## src/rtl/gvc_pkg.sv

```systemverilog
// ============================================================================
// gvc_pkg: shared types and constants for the greedy vertex cover block
// Store sizes, derived widths, memory words, request groups and states.
// ============================================================================
package gvc_pkg;

    // sizes of the stores and of one bitmap chunk
    localparam int NODES      = 256;
    localparam int MAX_EDGES  = 256;
    localparam int CHUNK_BITS = 32;

    // transaction field widths
    localparam int END_W  = 8;
    localparam int CIDX_W = 3;
    localparam int BITS_W = 32;
    localparam int RCNT_W = 9;

    // derived widths
    localparam int NODE_W = (NODES > 1) ? $clog2(NODES) : 1;
    localparam int EDGE_W = (MAX_EDGES > 1) ? $clog2(MAX_EDGES) : 1;
    localparam int ECNT_W = $clog2(MAX_EDGES + 1);
    localparam int NCNT_W = $clog2(NODES + 1);
    localparam int DEG_W  = 10;
    localparam int CHUNKS = (NODES + CHUNK_BITS - 1) / CHUNK_BITS;
    localparam int CHK_W  = (CHUNKS > 1) ? $clog2(CHUNKS) : 1;
    localparam int CB_W   = $clog2(CHUNK_BITS);
    localparam int SPAN_W = $clog2(CHUNKS * CHUNK_BITS + 1);

    localparam logic [DEG_W-1:0] DEG_MAX = '1;

    // node store word
    typedef struct packed {
        logic             removed;
        logic [DEG_W-1:0] degree;
    } t_node_word;

    // edge store word
    typedef struct packed {
        logic              covered;
        logic [NODE_W-1:0] first;
        logic [NODE_W-1:0] second;
    } t_edge_word;

    // node store access: one write and one read address per cycle
    typedef struct packed {
        logic              we;
        logic [NODE_W-1:0] waddr;
        t_node_word        wdata;
        logic [NODE_W-1:0] raddr;
    } t_node_req;

    // edge store access
    typedef struct packed {
        logic              we;
        logic [EDGE_W-1:0] waddr;
        t_edge_word        wdata;
        logic [EDGE_W-1:0] raddr;
    } t_edge_req;

    // one bitmap chunk for the result channel
    typedef struct packed {
        logic [CIDX_W-1:0] index;
        logic [BITS_W-1:0] bits;
        logic [RCNT_W-1:0] count;
        logic              dropped;
        logic              last;
    } t_chunk;

    // sequencer states
    typedef enum logic [3:0] {
        S_CLEAR,
        S_IDLE,
        S_RDA,
        S_WRA,
        S_RDB,
        S_WRB,
        S_START,
        S_SCAN,
        S_PICK,
        S_EISSUE,
        S_ECHK,
        S_DEC,
        S_OUT_RD,
        S_SHOW
    } t_state;

endpackage

```

## src/rtl/gvc_node_mem.sv

```systemverilog
// ============================================================================
// gvc_node_mem: node store
// Degree and removed flag per node, one write and one registered read a cycle.
// ============================================================================
module gvc_node_mem (
    input  logic               i_clk,
    input  gvc_pkg::t_node_req i_req,
    output gvc_pkg::t_node_word o_rdata
);

    gvc_pkg::t_node_word r_mem [gvc_pkg::NODES];
    gvc_pkg::t_node_word r_rdata;

    // write port and registered read port, read returns the old word
    always_ff @(posedge i_clk) begin
        if (i_req.we) begin
            r_mem[i_req.waddr] <= i_req.wdata;
        end
        r_rdata <= r_mem[i_req.raddr];
    end

    assign o_rdata = r_rdata;

endmodule

```

## config.mk

```make
export PLATFORM = sky130hd
export DESIGN_NAME = gvc_node_mem
export DESIGN_NICKNAME = d
export VERILOG_FILES = /design/src/rtl/gvc_pkg.sv /design/src/rtl/gvc_node_mem.sv
export SDC_FILE = /design/constraint.sdc
export NUM_CORES = 2
export LEC_CHECK = 0
export BUFFER_PORTS_ARGS = -buffer_cell sky130_fd_sc_hd__buf_2
export CAP_MARGIN = 30
export CORE_ASPECT_RATIO = 0.8
export CORE_MARGIN = 2
export CORE_UTILIZATION = 45
export DETAILED_ROUTE_END_ITERATION = 16
export HOLD_SLACK_MARGIN = 0.02
export SLEW_MARGIN = 5
export SYNTH_ARGS = -nofsm -noshare
export SYNTH_HDL_FRONTEND = slang
export SYNTH_SLANG_ARGS = --single-unit
```

## constraint.sdc

```tcl
create_clock -name i_clk -period 4.8 [get_ports i_clk]
set_input_delay 0.24 -clock i_clk [delete_from_list [all_inputs] [get_ports i_clk]]
set_output_delay 0.24 -clock i_clk [all_outputs]
set_load 0.03 [all_outputs]
```

# Word level (Yosys, flattened, before mapping)
# Memory sizes are Yosys's and may differ from the RTL's. A register that Yosys moved wholly into a read port is not among the register bits.
# Index checks and enable logic that the tools add are counted.
[op_classes] n_mux=2
[ops] cell="$mux 1" count=2
[totals] register_bits=0 ram_bits=2816 inputBits=29 wordCells=3 mem_count=1
[mem_list] memory="r_mem" depth=256 word_bits=11 read_ports=1 rd_ports_with_merged_regs=1 wr=1 line="gvc_node_mem.sv:11" source="gvc_pkg::t_node_word r_mem [gvc_pkg::NODES];"

# Depth between registers and ports, before layout
[depth] word_depth=2 depth_mapped=12

# Worst setup path before layout
# Ideal clock, no wire load.
[synth_timing] path_type="input -> register" from="input i_req[0] in the netlist's numbering" to="register, netlist name o_rdata[4]" t_arrival_ns=2.193 slack_ns=2.478 stages=10 cell_sequence="buf_6 > buf_6 > buf_6 > buf_2 > mux2i_1 > o22ai_1 > a2111oi_1 > a21oi_1 > a2111oi_2 > nor4_2"
[synth_lines] element="start: declaration" line="gvc_node_mem.sv:7" source="input gvc_pkg::t_node_req i_req,"

==> impl_metrics.csv <==
group,metric,value,unit
logic_synthesis,synthFlopType,"edfxtp_1",
routing,top_layer,"met5",
clock_tree,cts_tree,"done",
critical_path,start_kind,"flop",
sta,rsz0062_at_grt,"no",
placement,dp_hpwl,183000,um
clock_tree,clkSlewWorstSetupHoldPaths,60,ps
sta,fmax,0.321,GHz
power,p_int,40.3,mW
logic_synthesis,synthTopCellsByArea,"edfxtp_1, mux4_2, mux2i_1, nor2_1, a22oi_1",
grt,grt_pass1_wl,410000,um
clock_tree,htree_levels,5,
critical_path,critPathMaxFanout,1,
routing,ant_nets,0,
sta,worst_pin_slew,1140,ps
critical_path,cp.arrival,3820,ps
sta,fin_worst_skew,31.8,ps
floorplanning,core,240000,um2
grt,grt_use_total,0.234,
routing,routed_via_density,6.20,
placement,io_buffers,39,
sta,slew_headroom,0.240,
logic_synthesis,synthCells,4999,
logic_synthesis,syn_area_per_cell,21.7,um2
routing,drt_iter0_markers,7909,
logic_synthesis,syn-cell-area,109000,um2
routing,drc,0,
logic_synthesis,yosys_warnings,0,
clock_tree,numCtsBuffers,283,
clock_tree,clkLatencyLatePin,860,ps
clock_tree,cts_resized,0,
power,p_sw_frac,0.216,
power,leakagePower,39.2,nW
clock_tree,clock_sinks,2827,
routing,wl_met1,126000,um
critical_path,end_kind,"flop",
floorplanning,initial_core_util,0.452,
placement,place.gp.congestion,0.882,
routing,routed_wl,290000,um
sta,hold_viol,0,
outcome,status,"complete, no violations",
final_layout,layout-drive-gt1-share,0.264,
floorplanning,fp.dieH,444,um
power,power_density,414,nW/um2
grt,overflow,0,
power,power.switching,11.1,mW
logic_synthesis,synth_edf_count,2816,
clock_tree,cts_buffer_depth,4,
logic_synthesis,synthMostInstantiatedCell,"edfxtp_1",
routing,met2_wirelength,129000,um
floorplanning,die_w,554,um
critical_path,crit_required,5510,ps
routing,vias,54989,
sta,setup_violations,0,
final_layout,num-nets-final,5505,
power,pwr-share-comb,0.051,
logic_synthesis,synth_top_area_cell,"edfxtp_1",
logic_synthesis,synth_common_cells,"edfxtp_1, mux4_2, nor2_1, mux2i_1, clkbuf_1",
logic_synthesis,synth_cell_type_count,58,
sta,setup_tns,0,ps
grt,antenna_found_initial,20,
power,worst_ir_drop_vdd,0.315,mV
floorplanning,rows,161,
final_layout,area_delta_synth_final,14.3,%
sta,maxSlewViolCount,0,
grt,grt_pass1_vias,53591,
final_layout,multi_input_area,22200,um2
routing,wl_met3,28500,um
logic_synthesis,synth-seq-cells,2827,
routing,dr.pass1.iters,6,
grt,grt_max_degree,173,
final_layout,seq_area,84800,um2
clock_tree,ctsRootBufferMaster,"clkbuf_16",
logic_synthesis,syn_nets,5028,
worst_hold_path,hold_path.class,"input port to flop",
power,seq_power_share,0.530,
sta,min_period,3110,ps
logic_synthesis,synth_top_area_share,0.778,
flow_run,max-cap-violations,0,
critical_path,critPathKind,"flop to flop",
sta,finalCritPeriodShare,0.648,
final_layout,fin_util,0.517,
routing,post_drt_wl_per_cell,32.7,um
final_layout,fillers,18603,
floorplanning,die_area,246000,um2
logic_synthesis,ys_async_sr_fraction,0,
logic_synthesis,yosysSeqAreaShare,0.780,
power,clockPowerShare,0.418,
floorplanning,io_pins,40,
==> stage by stage <==
stage | cell area (um2) | instances | worst slack (ps) | hold slack, ps | power (mW)
after floorplan | 109000 | 4999 | 2480 | 339 | 29.1
after global placement | 114000 | 8247 | 273 | 661 | 30.4
after detailed placement | 115000 | 8349 | 811 | 666 | 30.4
after CTS | 124000 | 8862 | 1570 | 21.8 | 51.7
after global routing | 124000 | 8873 | 1570 | 99.2 | 52.8
final | 124000 | 8874 | 1690 | 130 | 51.4
==> cell type report <==
cell class              count  share of cell area
inverters                   5            0.000151
flip-flops and latches   2827               0.682
multi-input cells        1864               0.179
well taps                3178              0.0320
repair buffers            495              0.0352
clock inverters           149              0.0109
clock buffers             353              0.0607
diodes                      3           0.0000604
==> layout by cell type (no fill, tap or decap), drive strengths merged, types with 19 or more instances in the layout <==
cell type  Yosys  layout
a211oi        22      22
a21oi         76      76
a221oi        31      31
a22o          36      36
a22oi        125     125
buf          164     482
bufinv         0      19
clkbuf       139     354
clkinv         1     112
edfxtp      2816    2816
mux2i        229     229
mux4         614     614
nand2         52      52
nand3         40      40
nor2         291     291
nor3          39      39
nor4          20      20
o21ai         19      19
o221ai        47      47
o22ai         84      84
==> sequential cells by signal, summed over array words and instances, names as in the netlist <==
name	count
o_rdata	11
r_mem	2816
==> worst max-delay path: stages (launching register included) <==
cell and delay, ps:
edfxtp_1 360, mux4_2 470, a22o_1 240, a2111oi_0 610, buf_4 260, a21oi_1 80
a2111oi_2 850, nor4_1 100
==> power groups by stage <==
stage | Combinational, mW | Sequential [mW] | Clock [mW]
after floorplan | 1.30 | 27.8 | 0
after global placement | 2.59 | 27.8 | 0
after detailed placement | 2.62 | 27.8 | 0
after CTS | 2.64 | 27.3 | 21.8
after global routing | 2.76 | 27.2 | 22.8
final | 2.64 | 27.3 | 21.5
==> repair_timing <==
action	in CTS	in global routing
setup buffers	0	0
hold buffers	11	0
hold endpoints to repair	679	0
==> worst paths after layout <==
path	startpoint	end	slack, ps	cells past startpoint
worst max register to register	r_mem[191][1]	o_rdata[1]	1690	7
worst min register to register	r_mem[170][8]	o_rdata[8]	1020	6
worst min-delay path	i_req[3]	o_rdata[9]	130	3
worst max-delay path	r_mem[191][1]	o_rdata[1]	1690	7
==> routing by layer <==
layer / vias to the layer above / GRT usage
met5: - / 0
met4: 4 / 0.0510
met3: 391 / 0.0518
met2: 2852 / 0.342
met1: 29568 / 0.361
li1: 22174 / -
==> cells by family after synthesis <==
family	synth area share
AO/OA/AOI/OAI	0.0338
flip-flops	0.780
AND/OR/NAND/NOR	0.0213
buffers and inverters	0.0166
multiplexers	0.148
Note: power is estimated with default switching activity, not from simulation.
