[config.mk]
export PLATFORM = sky130hd
export DESIGN_NAME = gvc_ctrl
export DESIGN_NICKNAME = d
export VERILOG_FILES = /design/src/rtl/gvc_pkg.sv /design/src/rtl/gvc_ctrl.sv
export SDC_FILE = /design/constraint.sdc
export NUM_CORES = 1
export LEC_CHECK = 0
export BUFFER_PORTS_ARGS = -buffer_cell sky130_fd_sc_hd__buf_2
export CORE_ASPECT_RATIO = 1.1
export CORE_MARGIN = 3
export CORE_UTILIZATION = 35
export CTS_BUF_LIST = sky130_fd_sc_hd__clkbuf_16
export DETAILED_ROUTE_END_ITERATION = 7
export GPL_ROUTABILITY_DRIVEN = 0
export PLACE_DENSITY = 0.56
export SETUP_SLACK_MARGIN = 0.02
export SLEW_MARGIN = 15
export SYNTH_ARGS = -nofsm -noshare
export SYNTH_HDL_FRONTEND = slang
export SYNTH_SLANG_ARGS = --single-unit
[constraint.sdc]
create_clock -name i_clk -period 7.2 [get_ports i_clk]
set_clock_uncertainty 0.05 [all_clocks]
set_input_delay 2.16 -clock i_clk [delete_from_list [all_inputs] [get_ports i_clk]]
set_output_delay 2.16 -clock i_clk [all_outputs]
set_load 0.005 [all_outputs]
[src/rtl/gvc_pkg.sv]
// ============================================================================
// gvc_pkg: shared types and constants for the greedy vertex cover block
// Store sizes, derived widths, memory words, request groups and states.
// ============================================================================
package gvc_pkg;

    // sizes of the stores and of one bitmap chunk
    localparam int NODES      = 256;
    localparam int MAX_EDGES  = 256;
    localparam int CHUNK_BITS = 32;

    // transaction field widths
    localparam int END_W  = 8;
    localparam int CIDX_W = 3;
    localparam int BITS_W = 32;
    localparam int RCNT_W = 9;

    // derived widths
    localparam int NODE_W = (NODES > 1) ? $clog2(NODES) : 1;
    localparam int EDGE_W = (MAX_EDGES > 1) ? $clog2(MAX_EDGES) : 1;
    localparam int ECNT_W = $clog2(MAX_EDGES + 1);
    localparam int NCNT_W = $clog2(NODES + 1);
    localparam int DEG_W  = 10;
    localparam int CHUNKS = (NODES + CHUNK_BITS - 1) / CHUNK_BITS;
    localparam int CHK_W  = (CHUNKS > 1) ? $clog2(CHUNKS) : 1;
    localparam int CB_W   = $clog2(CHUNK_BITS);
    localparam int SPAN_W = $clog2(CHUNKS * CHUNK_BITS + 1);

    localparam logic [DEG_W-1:0] DEG_MAX = '1;

    // node store word
    typedef struct packed {
        logic             removed;
        logic [DEG_W-1:0] degree;
    } t_node_word;

    // edge store word
    typedef struct packed {
        logic              covered;
        logic [NODE_W-1:0] first;
        logic [NODE_W-1:0] second;
    } t_edge_word;

    // node store access: one write and one read address per cycle
    typedef struct packed {
        logic              we;
        logic [NODE_W-1:0] waddr;
        t_node_word        wdata;
        logic [NODE_W-1:0] raddr;
    } t_node_req;

    // edge store access
    typedef struct packed {
        logic              we;
        logic [EDGE_W-1:0] waddr;
        t_edge_word        wdata;
        logic [EDGE_W-1:0] raddr;
    } t_edge_req;

    // one bitmap chunk for the result channel
    typedef struct packed {
        logic [CIDX_W-1:0] index;
        logic [BITS_W-1:0] bits;
        logic [RCNT_W-1:0] count;
        logic              dropped;
        logic              last;
    } t_chunk;

    // sequencer states
    typedef enum logic [3:0] {
        S_CLEAR,
        S_IDLE,
        S_RDA,
        S_WRA,
        S_RDB,
        S_WRB,
        S_START,
        S_SCAN,
        S_PICK,
        S_EISSUE,
        S_ECHK,
        S_DEC,
        S_OUT_RD,
        S_SHOW
    } t_state;

endpackage

[src/rtl/gvc_ctrl.sv]
// ============================================================================
// gvc_ctrl: sequencer and shared compare unit
// Loads edges and degrees, runs the max-degree scan and edge sweeps, and
// gathers the cover bitmap chunk by chunk while clearing the node store.
// ============================================================================
module gvc_ctrl (
    input  logic                             i_clk,
    input  logic                             i_rst_n,
    input  logic                             i_valid,
    output logic                             o_stall,
    input  logic [gvc_pkg::END_W-1:0]        i_end_a,
    input  logic [gvc_pkg::END_W-1:0]        i_end_b,
    input  logic                             i_edge_valid,
    input  logic                             i_set_last,
    output gvc_pkg::t_node_req               o_node_req,
    input  gvc_pkg::t_node_word              i_node_rd,
    output gvc_pkg::t_edge_req               o_edge_req,
    input  gvc_pkg::t_edge_word              i_edge_rd,
    output logic                             o_load,
    output gvc_pkg::t_chunk                  o_chunk,
    input  logic                             i_taken
);

    gvc_pkg::t_state                 r_state, n_state;
    logic [gvc_pkg::NODE_W-1:0]      r_a, n_a;
    logic [gvc_pkg::NODE_W-1:0]      r_b, n_b;
    logic                            r_last, n_last;
    logic [gvc_pkg::ECNT_W-1:0]      r_total, n_total;
    logic [gvc_pkg::ECNT_W-1:0]      r_uncov, n_uncov;
    logic                            r_over, n_over;
    logic [gvc_pkg::NCNT_W-1:0]      r_count, n_count;
    logic [gvc_pkg::NODE_W:0]        r_idx, n_idx;
    logic [gvc_pkg::DEG_W-1:0]       r_best, n_best;
    logic [gvc_pkg::NODE_W-1:0]      r_pick, n_pick;
    logic                            r_found, n_found;
    logic [gvc_pkg::ECNT_W-1:0]      r_e, n_e;
    logic [gvc_pkg::NODE_W-1:0]      r_other, n_other;
    logic [gvc_pkg::CHK_W-1:0]       r_chunk, n_chunk;
    logic [gvc_pkg::CB_W:0]          r_bit, n_bit;
    logic                            r_rd_ok, n_rd_ok;
    logic [gvc_pkg::CHUNK_BITS-1:0]  r_bits, n_bits;

    logic                            in_range;
    logic                            hit;
    logic                            e_done;
    logic                            chunk_last;
    logic [gvc_pkg::SPAN_W-1:0]      span;
    logic                            span_ok;

    // state and working registers
    always_ff @(posedge i_clk) begin
        if (!i_rst_n) begin
            r_state <= gvc_pkg::S_CLEAR;
            r_idx   <= '0;
            r_total <= '0;
            r_uncov <= '0;
            r_over  <= 1'b0;
            r_count <= '0;
            r_found <= 1'b0;
            r_e     <= '0;
            r_chunk <= '0;
            r_bit   <= '0;
            r_rd_ok <= 1'b0;
        end else begin
            r_state <= n_state;
            r_idx   <= n_idx;
            r_total <= n_total;
            r_uncov <= n_uncov;
            r_over  <= n_over;
            r_count <= n_count;
            r_found <= n_found;
            r_e     <= n_e;
            r_chunk <= n_chunk;
            r_bit   <= n_bit;
            r_rd_ok <= n_rd_ok;
        end
        r_a     <= n_a;
        r_b     <= n_b;
        r_last  <= n_last;
        r_best  <= n_best;
        r_pick  <= n_pick;
        r_other <= n_other;
        r_bits  <= n_bits;
    end

    // shared decode terms
    assign in_range = (32'(i_end_a) < gvc_pkg::NODES) && (32'(i_end_b) < gvc_pkg::NODES);
    assign hit = !i_edge_rd.covered &&
                 ((i_edge_rd.first == r_pick) || (i_edge_rd.second == r_pick));
    assign e_done = ((r_e + gvc_pkg::ECNT_W'(1)) == r_total);
    assign chunk_last = (r_chunk == gvc_pkg::CHK_W'(gvc_pkg::CHUNKS - 1));
    assign span = gvc_pkg::SPAN_W'(r_chunk) * gvc_pkg::SPAN_W'(gvc_pkg::CHUNK_BITS)
                + gvc_pkg::SPAN_W'(r_bit);
    assign span_ok = (r_bit < (gvc_pkg::CB_W + 1)'(gvc_pkg::CHUNK_BITS)) &&
                     (32'(span) < gvc_pkg::NODES);

    assign o_stall = (r_state != gvc_pkg::S_IDLE);

    // next state, memory requests and chunk hand-off
    always_comb begin
        n_state    = r_state;
        n_a        = r_a;
        n_b        = r_b;
        n_last     = r_last;
        n_total    = r_total;
        n_uncov    = r_uncov;
        n_over     = r_over;
        n_count    = r_count;
        n_idx      = r_idx;
        n_best     = r_best;
        n_pick     = r_pick;
        n_found    = r_found;
        n_e        = r_e;
        n_other    = r_other;
        n_chunk    = r_chunk;
        n_bit      = r_bit;
        n_rd_ok    = r_rd_ok;
        n_bits     = r_bits;
        o_node_req = '0;
        o_edge_req = '0;
        o_load     = 1'b0;

        o_chunk.index   = gvc_pkg::CIDX_W'(r_chunk);
        o_chunk.bits    = '0;
        o_chunk.count   = gvc_pkg::RCNT_W'(r_count);
        o_chunk.dropped = r_over;
        o_chunk.last    = chunk_last;

        unique case (r_state)
            // sweep zeros through the node store after reset
            gvc_pkg::S_CLEAR: begin
                o_node_req.we    = 1'b1;
                o_node_req.waddr = r_idx[gvc_pkg::NODE_W-1:0];
                n_idx            = r_idx + 1'b1;
                if (r_idx == (gvc_pkg::NODE_W + 1)'(gvc_pkg::NODES - 1)) begin
                    n_idx   = '0;
                    n_state = gvc_pkg::S_IDLE;
                end
            end

            // take one input transaction
            gvc_pkg::S_IDLE: begin
                if (i_valid) begin
                    n_a    = gvc_pkg::NODE_W'(i_end_a);
                    n_b    = gvc_pkg::NODE_W'(i_end_b);
                    n_last = i_set_last;
                    n_state = i_set_last ? gvc_pkg::S_START : gvc_pkg::S_IDLE;
                    if (i_edge_valid && in_range) begin
                        if (r_total < gvc_pkg::ECNT_W'(gvc_pkg::MAX_EDGES)) begin
                            o_edge_req.we            = 1'b1;
                            o_edge_req.waddr         = r_total[gvc_pkg::EDGE_W-1:0];
                            o_edge_req.wdata.covered = 1'b0;
                            o_edge_req.wdata.first   = gvc_pkg::NODE_W'(i_end_a);
                            o_edge_req.wdata.second  = gvc_pkg::NODE_W'(i_end_b);
                            n_total = r_total + 1'b1;
                            n_uncov = r_uncov + 1'b1;
                            n_state = gvc_pkg::S_RDA;
                        end else begin
                            n_over = 1'b1;
                        end
                    end
                end
            end

            // degree bump, first endpoint
            gvc_pkg::S_RDA: begin
                o_node_req.raddr = r_a;
                n_state          = gvc_pkg::S_WRA;
            end
            gvc_pkg::S_WRA: begin
                o_node_req.we             = 1'b1;
                o_node_req.waddr          = r_a;
                o_node_req.wdata.removed  = i_node_rd.removed;
                o_node_req.wdata.degree   = (i_node_rd.degree == gvc_pkg::DEG_MAX) ?
                                            i_node_rd.degree : i_node_rd.degree + 1'b1;
                n_state                   = gvc_pkg::S_RDB;
            end

            // degree bump, second endpoint
            gvc_pkg::S_RDB: begin
                o_node_req.raddr = r_b;
                n_state          = gvc_pkg::S_WRB;
            end
            gvc_pkg::S_WRB: begin
                o_node_req.we             = 1'b1;
                o_node_req.waddr          = r_b;
                o_node_req.wdata.removed  = i_node_rd.removed;
                o_node_req.wdata.degree   = (i_node_rd.degree == gvc_pkg::DEG_MAX) ?
                                            i_node_rd.degree : i_node_rd.degree + 1'b1;
                n_state = r_last ? gvc_pkg::S_START : gvc_pkg::S_IDLE;
            end

            // next round of the cover or on to the bitmap
            gvc_pkg::S_START: begin
                n_chunk = '0;
                n_bit   = '0;
                n_rd_ok = 1'b0;
                if (r_uncov == '0) begin
                    n_state = gvc_pkg::S_OUT_RD;
                end else begin
                    n_idx   = '0;
                    n_best  = '0;
                    n_found = 1'b0;
                    n_state = gvc_pkg::S_SCAN;
                end
            end

            // max-degree scan, compare uses the word read in the previous cycle
            gvc_pkg::S_SCAN: begin
                o_node_req.raddr = r_idx[gvc_pkg::NODE_W-1:0];
                if ((r_idx != '0) && !i_node_rd.removed && (i_node_rd.degree > r_best)) begin
                    n_best  = i_node_rd.degree;
                    n_pick  = gvc_pkg::NODE_W'(r_idx - 1'b1);
                    n_found = 1'b1;
                end
                if (r_idx == (gvc_pkg::NODE_W + 1)'(gvc_pkg::NODES)) begin
                    n_state = gvc_pkg::S_PICK;
                end else begin
                    n_idx = r_idx + 1'b1;
                end
            end

            // remove the picked node, its degree goes to zero at once; if none, on to the bitmap
            gvc_pkg::S_PICK: begin
                if (!r_found) begin
                    n_state = gvc_pkg::S_OUT_RD;
                end else begin
                    o_node_req.we            = 1'b1;
                    o_node_req.waddr         = r_pick;
                    o_node_req.wdata.removed = 1'b1;
                    o_node_req.wdata.degree  = '0;
                    n_count = r_count + 1'b1;
                    n_e     = '0;
                    n_state = gvc_pkg::S_EISSUE;
                end
            end

            // edge sweep
            gvc_pkg::S_EISSUE: begin
                o_edge_req.raddr = r_e[gvc_pkg::EDGE_W-1:0];
                n_state          = gvc_pkg::S_ECHK;
            end
            gvc_pkg::S_ECHK: begin
                if (hit) begin
                    o_edge_req.we            = 1'b1;
                    o_edge_req.waddr         = r_e[gvc_pkg::EDGE_W-1:0];
                    o_edge_req.wdata.covered = 1'b1;
                    o_edge_req.wdata.first   = i_edge_rd.first;
                    o_edge_req.wdata.second  = i_edge_rd.second;
                    n_uncov = r_uncov - 1'b1;
                    n_other = (i_edge_rd.first == r_pick) ? i_edge_rd.second
                                                          : i_edge_rd.first;
                    o_node_req.raddr = n_other;
                    n_state = gvc_pkg::S_DEC;
                end else if (e_done) begin
                    n_state = gvc_pkg::S_START;
                end else begin
                    n_e     = r_e + 1'b1;
                    n_state = gvc_pkg::S_EISSUE;
                end
            end

            // saturating decrement of the other endpoint
            gvc_pkg::S_DEC: begin
                o_node_req.we            = 1'b1;
                o_node_req.waddr         = r_other;
                o_node_req.wdata.removed = i_node_rd.removed;
                o_node_req.wdata.degree  = (i_node_rd.degree != '0) ?
                                           i_node_rd.degree - 1'b1 : i_node_rd.degree;
                if (e_done) begin
                    n_state = gvc_pkg::S_START;
                end else begin
                    n_e     = r_e + 1'b1;
                    n_state = gvc_pkg::S_EISSUE;
                end
            end

            // gather one chunk, clearing each node entry as it is read
            gvc_pkg::S_OUT_RD: begin
                if (span_ok) begin
                    o_node_req.raddr = span[gvc_pkg::NODE_W-1:0];
                    o_node_req.we    = 1'b1;
                    o_node_req.waddr = span[gvc_pkg::NODE_W-1:0];
                end
                n_rd_ok = span_ok;
                if (r_bit != '0) begin
                    n_bits[gvc_pkg::CB_W'(r_bit - 1'b1)] = r_rd_ok & i_node_rd.removed;
                end
                if (r_bit == (gvc_pkg::CB_W + 1)'(gvc_pkg::CHUNK_BITS)) begin
                    o_load       = 1'b1;
                    o_chunk.bits = gvc_pkg::BITS_W'(n_bits);
                    n_state      = gvc_pkg::S_SHOW;
                end else begin
                    n_bit = r_bit + 1'b1;
                end
            end

            // wait for the chunk transaction, then next chunk or done
            gvc_pkg::S_SHOW: begin
                if (i_taken) begin
                    if (chunk_last) begin
                        n_total = '0;
                        n_uncov = '0;
                        n_over  = 1'b0;
                        n_count = '0;
                        n_state = gvc_pkg::S_IDLE;
                    end else begin
                        n_chunk = r_chunk + 1'b1;
                        n_bit   = '0;
                        n_rd_ok = 1'b0;
                        n_state = gvc_pkg::S_OUT_RD;
                    end
                end
            end

            default: begin
                n_state = gvc_pkg::S_CLEAR;
            end
        endcase
    end

endmodule

; ---- After elaboration in Yosys (flattened, before gate mapping)
; Index checks and enable logic that the tools add are counted.
[totals]
elab_cells = 195
reg_bits = 136
inputBits = 50
output_inout_bits = 110
[classes]
reduce_logical = 36
n_lt_le_gt_ge = 6
mux = 82
bitwise_logic = 1
addsub = 13
n_eq_ne = 39
[ops]
columns = op, n
row1 = $mux W9, 17
row2 = $mux W26, 4
row3 = $mux W32, 3
row4 = $pmux W9 S3, 3
row5 = $pmux W4 S14, 1
row6 = $pmux W9 S6, 1
row7 = $pmux W26 S2, 1
row8 = $add A9 B1 Y9 const B, 5
row9 = $mux W10, 4
row10 = $pmux W8 S5, 1
row11 = $mux W4, 9
row12 = $pmux W9 S2, 2
row13 = $ne A2 B2 Y1 const B, 17
row14 = $pmux W11 S3, 1
row15 = $bwmux W32, 1
row16 = $mux W8, 4
row17 = $eq A4 B4 Y1 const B, 6
row18 = $mux W3, 7
row19 = $mux W20, 1
row20 = $pmux W10 S2, 1
row21 = $lt A9 B9 Y1 const B, 2
row22 = $mux W6, 3
row23 = $pmux W6 S3, 1
row24 = $eq A4 B3 Y1 const B, 4
row25 = other kinds (45), 78

; ---- Logic depth before layout (Yosys ltp)
[depth]
depth_word = 9
depth_mapped = 12
depth_no_buf = 11

; ---- Least setup slack after synthesis
; No wires, ideal clock.
[synth_path]
kind = in2out
start = input port i_node_rd[0] in the netlist's numbering
end = output port o_node_req[10] in the netlist's numbering
cell_stages = 8
t_arrival_ps = 3884
path_slack_ps = 1106
required_time_ps = 4990
path_buffers = 0
path_cell_list = inv_1 -> ha_1 -> or4b_4 -> or2_1 -> or3_1 -> a21oi_1 -> a21oi_1 -> a21oi_1
[synth_lines]
columns = element, line_no
row1 = from (decl), gvc_ctrl.sv:16  ; input gvc_pkg::t_node_word i_node_rd,
row2 = to (decl), gvc_ctrl.sv:15  ; output gvc_pkg::t_node_req o_node_req,

==> flow_metrics.env <==
export IMPL_synth_main_ff_cell="edfxtp_1"
export IMPL_synth_top_cells_by_area="edfxtp_1 (25%), dfxtp_1 (13%), mux2_2 (5.1%)"
export IMPL_grt_max_degree=42
export IMPL_final_cells=1497
export IMPL_io_pins=160
export IMPL_dpl_cell_area_um2=10100
export IMPL_die_h_um=175
export IMPL_hold_viol=0
export IMPL_hpwlAfterDp_um=19100
export IMPL_cts_buffer_depth=2
export IMPL_grt_use_met1_pct=25.1
export IMPL_ctsRootBufferMaster="clkbuf_16"
export IMPL_wl_um=26700
export IMPL_overflow=0
export IMPL_slew_violations=0
export IMPL_fp_coreArea_um2=25400
export IMPL_hold_buffers=0
export IMPL_post_cts_buffers=0
export IMPL_grt_busiest_layer="met2"
export IMPL_insertion_delay_ns=0.43
export IMPL_drt_pass1_iterations=5
export IMPL_synth_async_sr_flop_share_pct=0
export IMPL_synth_compound_area_share_pct=17.7
export IMPL_tightest_slew_ns=1.03
export IMPL_slew_headroom_pct=31.0
export IMPL_cts_resized=0
export IMPL_post_drt_wl_per_cell_um=17.8
export IMPL_drive_above_1_share_pct=23.3
export IMPL_nNetsFinal=1223
export IMPL_synth_top_family_by_area="simple AND/OR/NAND/NOR gates"
export IMPL_synth_most_common_cell="nor2_1"
export IMPL_cp_end_kind="output port"
export IMPL_ys_types=76
export IMPL_initialDrtViolationCount=637
export IMPL_vias=8104
export IMPL_yosysWarnings=0
export IMPL_syn_to_final_growth_pct=17.5
export IMPL_peakVddDrop_mv=0.119
export IMPL_start_kind="primary input"
export IMPL_rsz0062_at_grt="false"
export IMPL_seq_area_frac_synth_pct=38.2
export IMPL_yosysTopAreaCell="edfxtp_1"
export IMPL_pwr_density_cell_nw_per_um2=236
export IMPL_synth_area_mux_share_pct=5.46
export IMPL_pre_cts_slack_ns=0.698
export IMPL_first_global_vias=7876
export IMPL_synthSimpleGateAreaFrac_pct=23.2
export IMPL_initial_core_util_pct=35.8
export IMPL_placed_cells=1464
export IMPL_design_area_um2=10700
export IMPL_critPathRequiredTime_ns=4.99
export IMPL_use_met3_pct=3.53
export IMPL_drv_cap=0
export IMPL_grt_pass1_wl_um=42700
export IMPL_synth_edf_count=75
export IMPL_clk_transition_reported_paths_ns=0.07
export IMPL_cellLeakagePower_nw=4.43
export IMPL_layout_setup_ws_ns=0.674
export IMPL_synth_commonest_cells="nor2_1 (97), nand2_1 (79), edfxtp_1 (75), a21oi_1 (70)"
export IMPL_syn_area_per_cell_um2=8.95
export IMPL_setup_viol=0
export IMPL_synth_seq_cells=136
export IMPL_die_w_um=160
export IMPL_run_status="completed"
export IMPL_crit_arrival_ns=4.32
export IMPL_synth_fa_ha_area_share_pct=5.04
export IMPL_final_setup_tns_ns=0
export IMPL_die_area_um2=28000
export IMPL_numCtsBuffers=17
export IMPL_portBuffers=159
export IMPL_fin_crit_sh_pct=90.6
export IMPL_syn_nets=1102
export IMPL_drc=0
export IMPL_syn_cell_area_um2=9090
export IMPL_track_usage_pct=18.8
export IMPL_antenna_found_initial=0
export IMPL_htreeDepth=4
export IMPL_clkSinkCount=136
export IMPL_rows=61
export IMPL_syn_inst=1016
export IMPL_min_path_type="register to register"
export IMPL_fin_util_pct=42.0
export IMPL_postRouteAntennaNets=0
export IMPL_cts_tree="yes"
export IMPL_path_class="primary input to output port"
export IMPL_grt_use_met2_pct=31.3
export IMPL_cp_max_fo=5
export IMPL_fin_crit_ns=6.53
export IMPL_synth_xor_area_share_pct=5.68
export IMPL_max_freq_ghz=0.153
export IMPL_synth_top_area_share_pct=24.8
export IMPL_viasPerCell=5.41
-- through the flow --
step | total power [mW] | hold slack (ns)
5_1_grt | 2.66 | 0.466
2_1_floorplan | 1.44 | 0.374
3_3_place_gp | 1.65 | 0.404
6_report | 2.52 | 0.429
4_1_cts | 2.54 | 0.434
3_5_place_dp | 1.66 | 0.415
-- cells by family after synthesis --
| kind of cell | count (synthesis) |
|---|---|
| AOI/OAI and AO/OA | 234 |
| xor gates and xnor gates | 59 |
| adders and majority gates | 36 |
| buffers and inverters | 102 |
| DFF | 136 |
| muxes | 44 |
| and+or+nand+nor | 405 |
-- where the power goes --
group          total (mW)  internal (mW)  switching, mW
Clock               0.877          0.490          0.387
Sequential          0.939          0.881         0.0582
Combinational       0.703          0.264          0.439
Total                2.52           1.64          0.884
-- state kept, by name, summed over array words and instances, names as in the netlist, 3 cells and up --
name and count:
r_total 9, r_e 9, r_best 10, r_b 8, r_uncov 9, r_pick 8, r_a 8, r_bit 6
r_chunk 3, r_count 9, r_idx 9, r_state 4, r_bits 32, r_other 8
-- per-layer routing --
layer | vias to the layer above | routed length, µm
met3 | 34 | 1420
met4 | 0 | 386
met1 | 3868 | 12000
met5 | - | 0
li1 | 3965 | -
met2 | 237 | 12900
-- final timing paths --
| check | start | end | slack, ns | cells after the start |
|---|---|---|---|---|
| worst min register to register | r_uncov[8] | r_uncov[8] | 0.43 | 1 |
| worst max-delay path | i_node_rd[0] | o_node_req[10] | 0.67 | 10 |
| worst min-delay path | r_uncov[8] | r_uncov[8] | 0.43 | 1 |
| worst max register to register | r_state[2] | r_state[0] | 3.70 | 9 |
-- critical path: stages --
cell     delay [ns]
buf_2          0.12
inv_1          0.12
ha_1           0.22
or4b_4         0.50
or2_1          0.27
or3_1          0.38
a21oi_1        0.16
a21oi_1        0.06
a21oi_1        0.18
buf_2          0.13
-- final cells by class --
type	count	area [µm²]
repair buffers	169	883
flip-flops and latches	136	3470
multi-input cells	778	5180
fillers	2570	14700
clock buffers	17	425
well taps	346	433
clock inverters	15	150
diodes	1	2.50
inverters	35	131
-- layout by cell type (no fill, tap or decap), drive strengths merged, types with 3 or more instances in the layout --
cell type	count
nand3	61
xor2	22
a21oi	70
inv	47
nor4	4
o31ai	4
nor2	99
ha	35
nand3b	4
o211ai	4
dfxtp	61
clkbuf	17
mux2	42
nor3	20
a222oi	16
and3	11
a22oi	12
nand2b	10
a31oi	12
a21o	12
a211oi	7
nor2b	9
buf	169
a32oi	3
edfxtp	75
a22o	29
or3	12
xnor2	37
nand4	22
a221oi	3
o22ai	10
o21ai	34
and2	61
nand2	79
or2	5
Note: power is estimated with default switching activity, not from simulation.
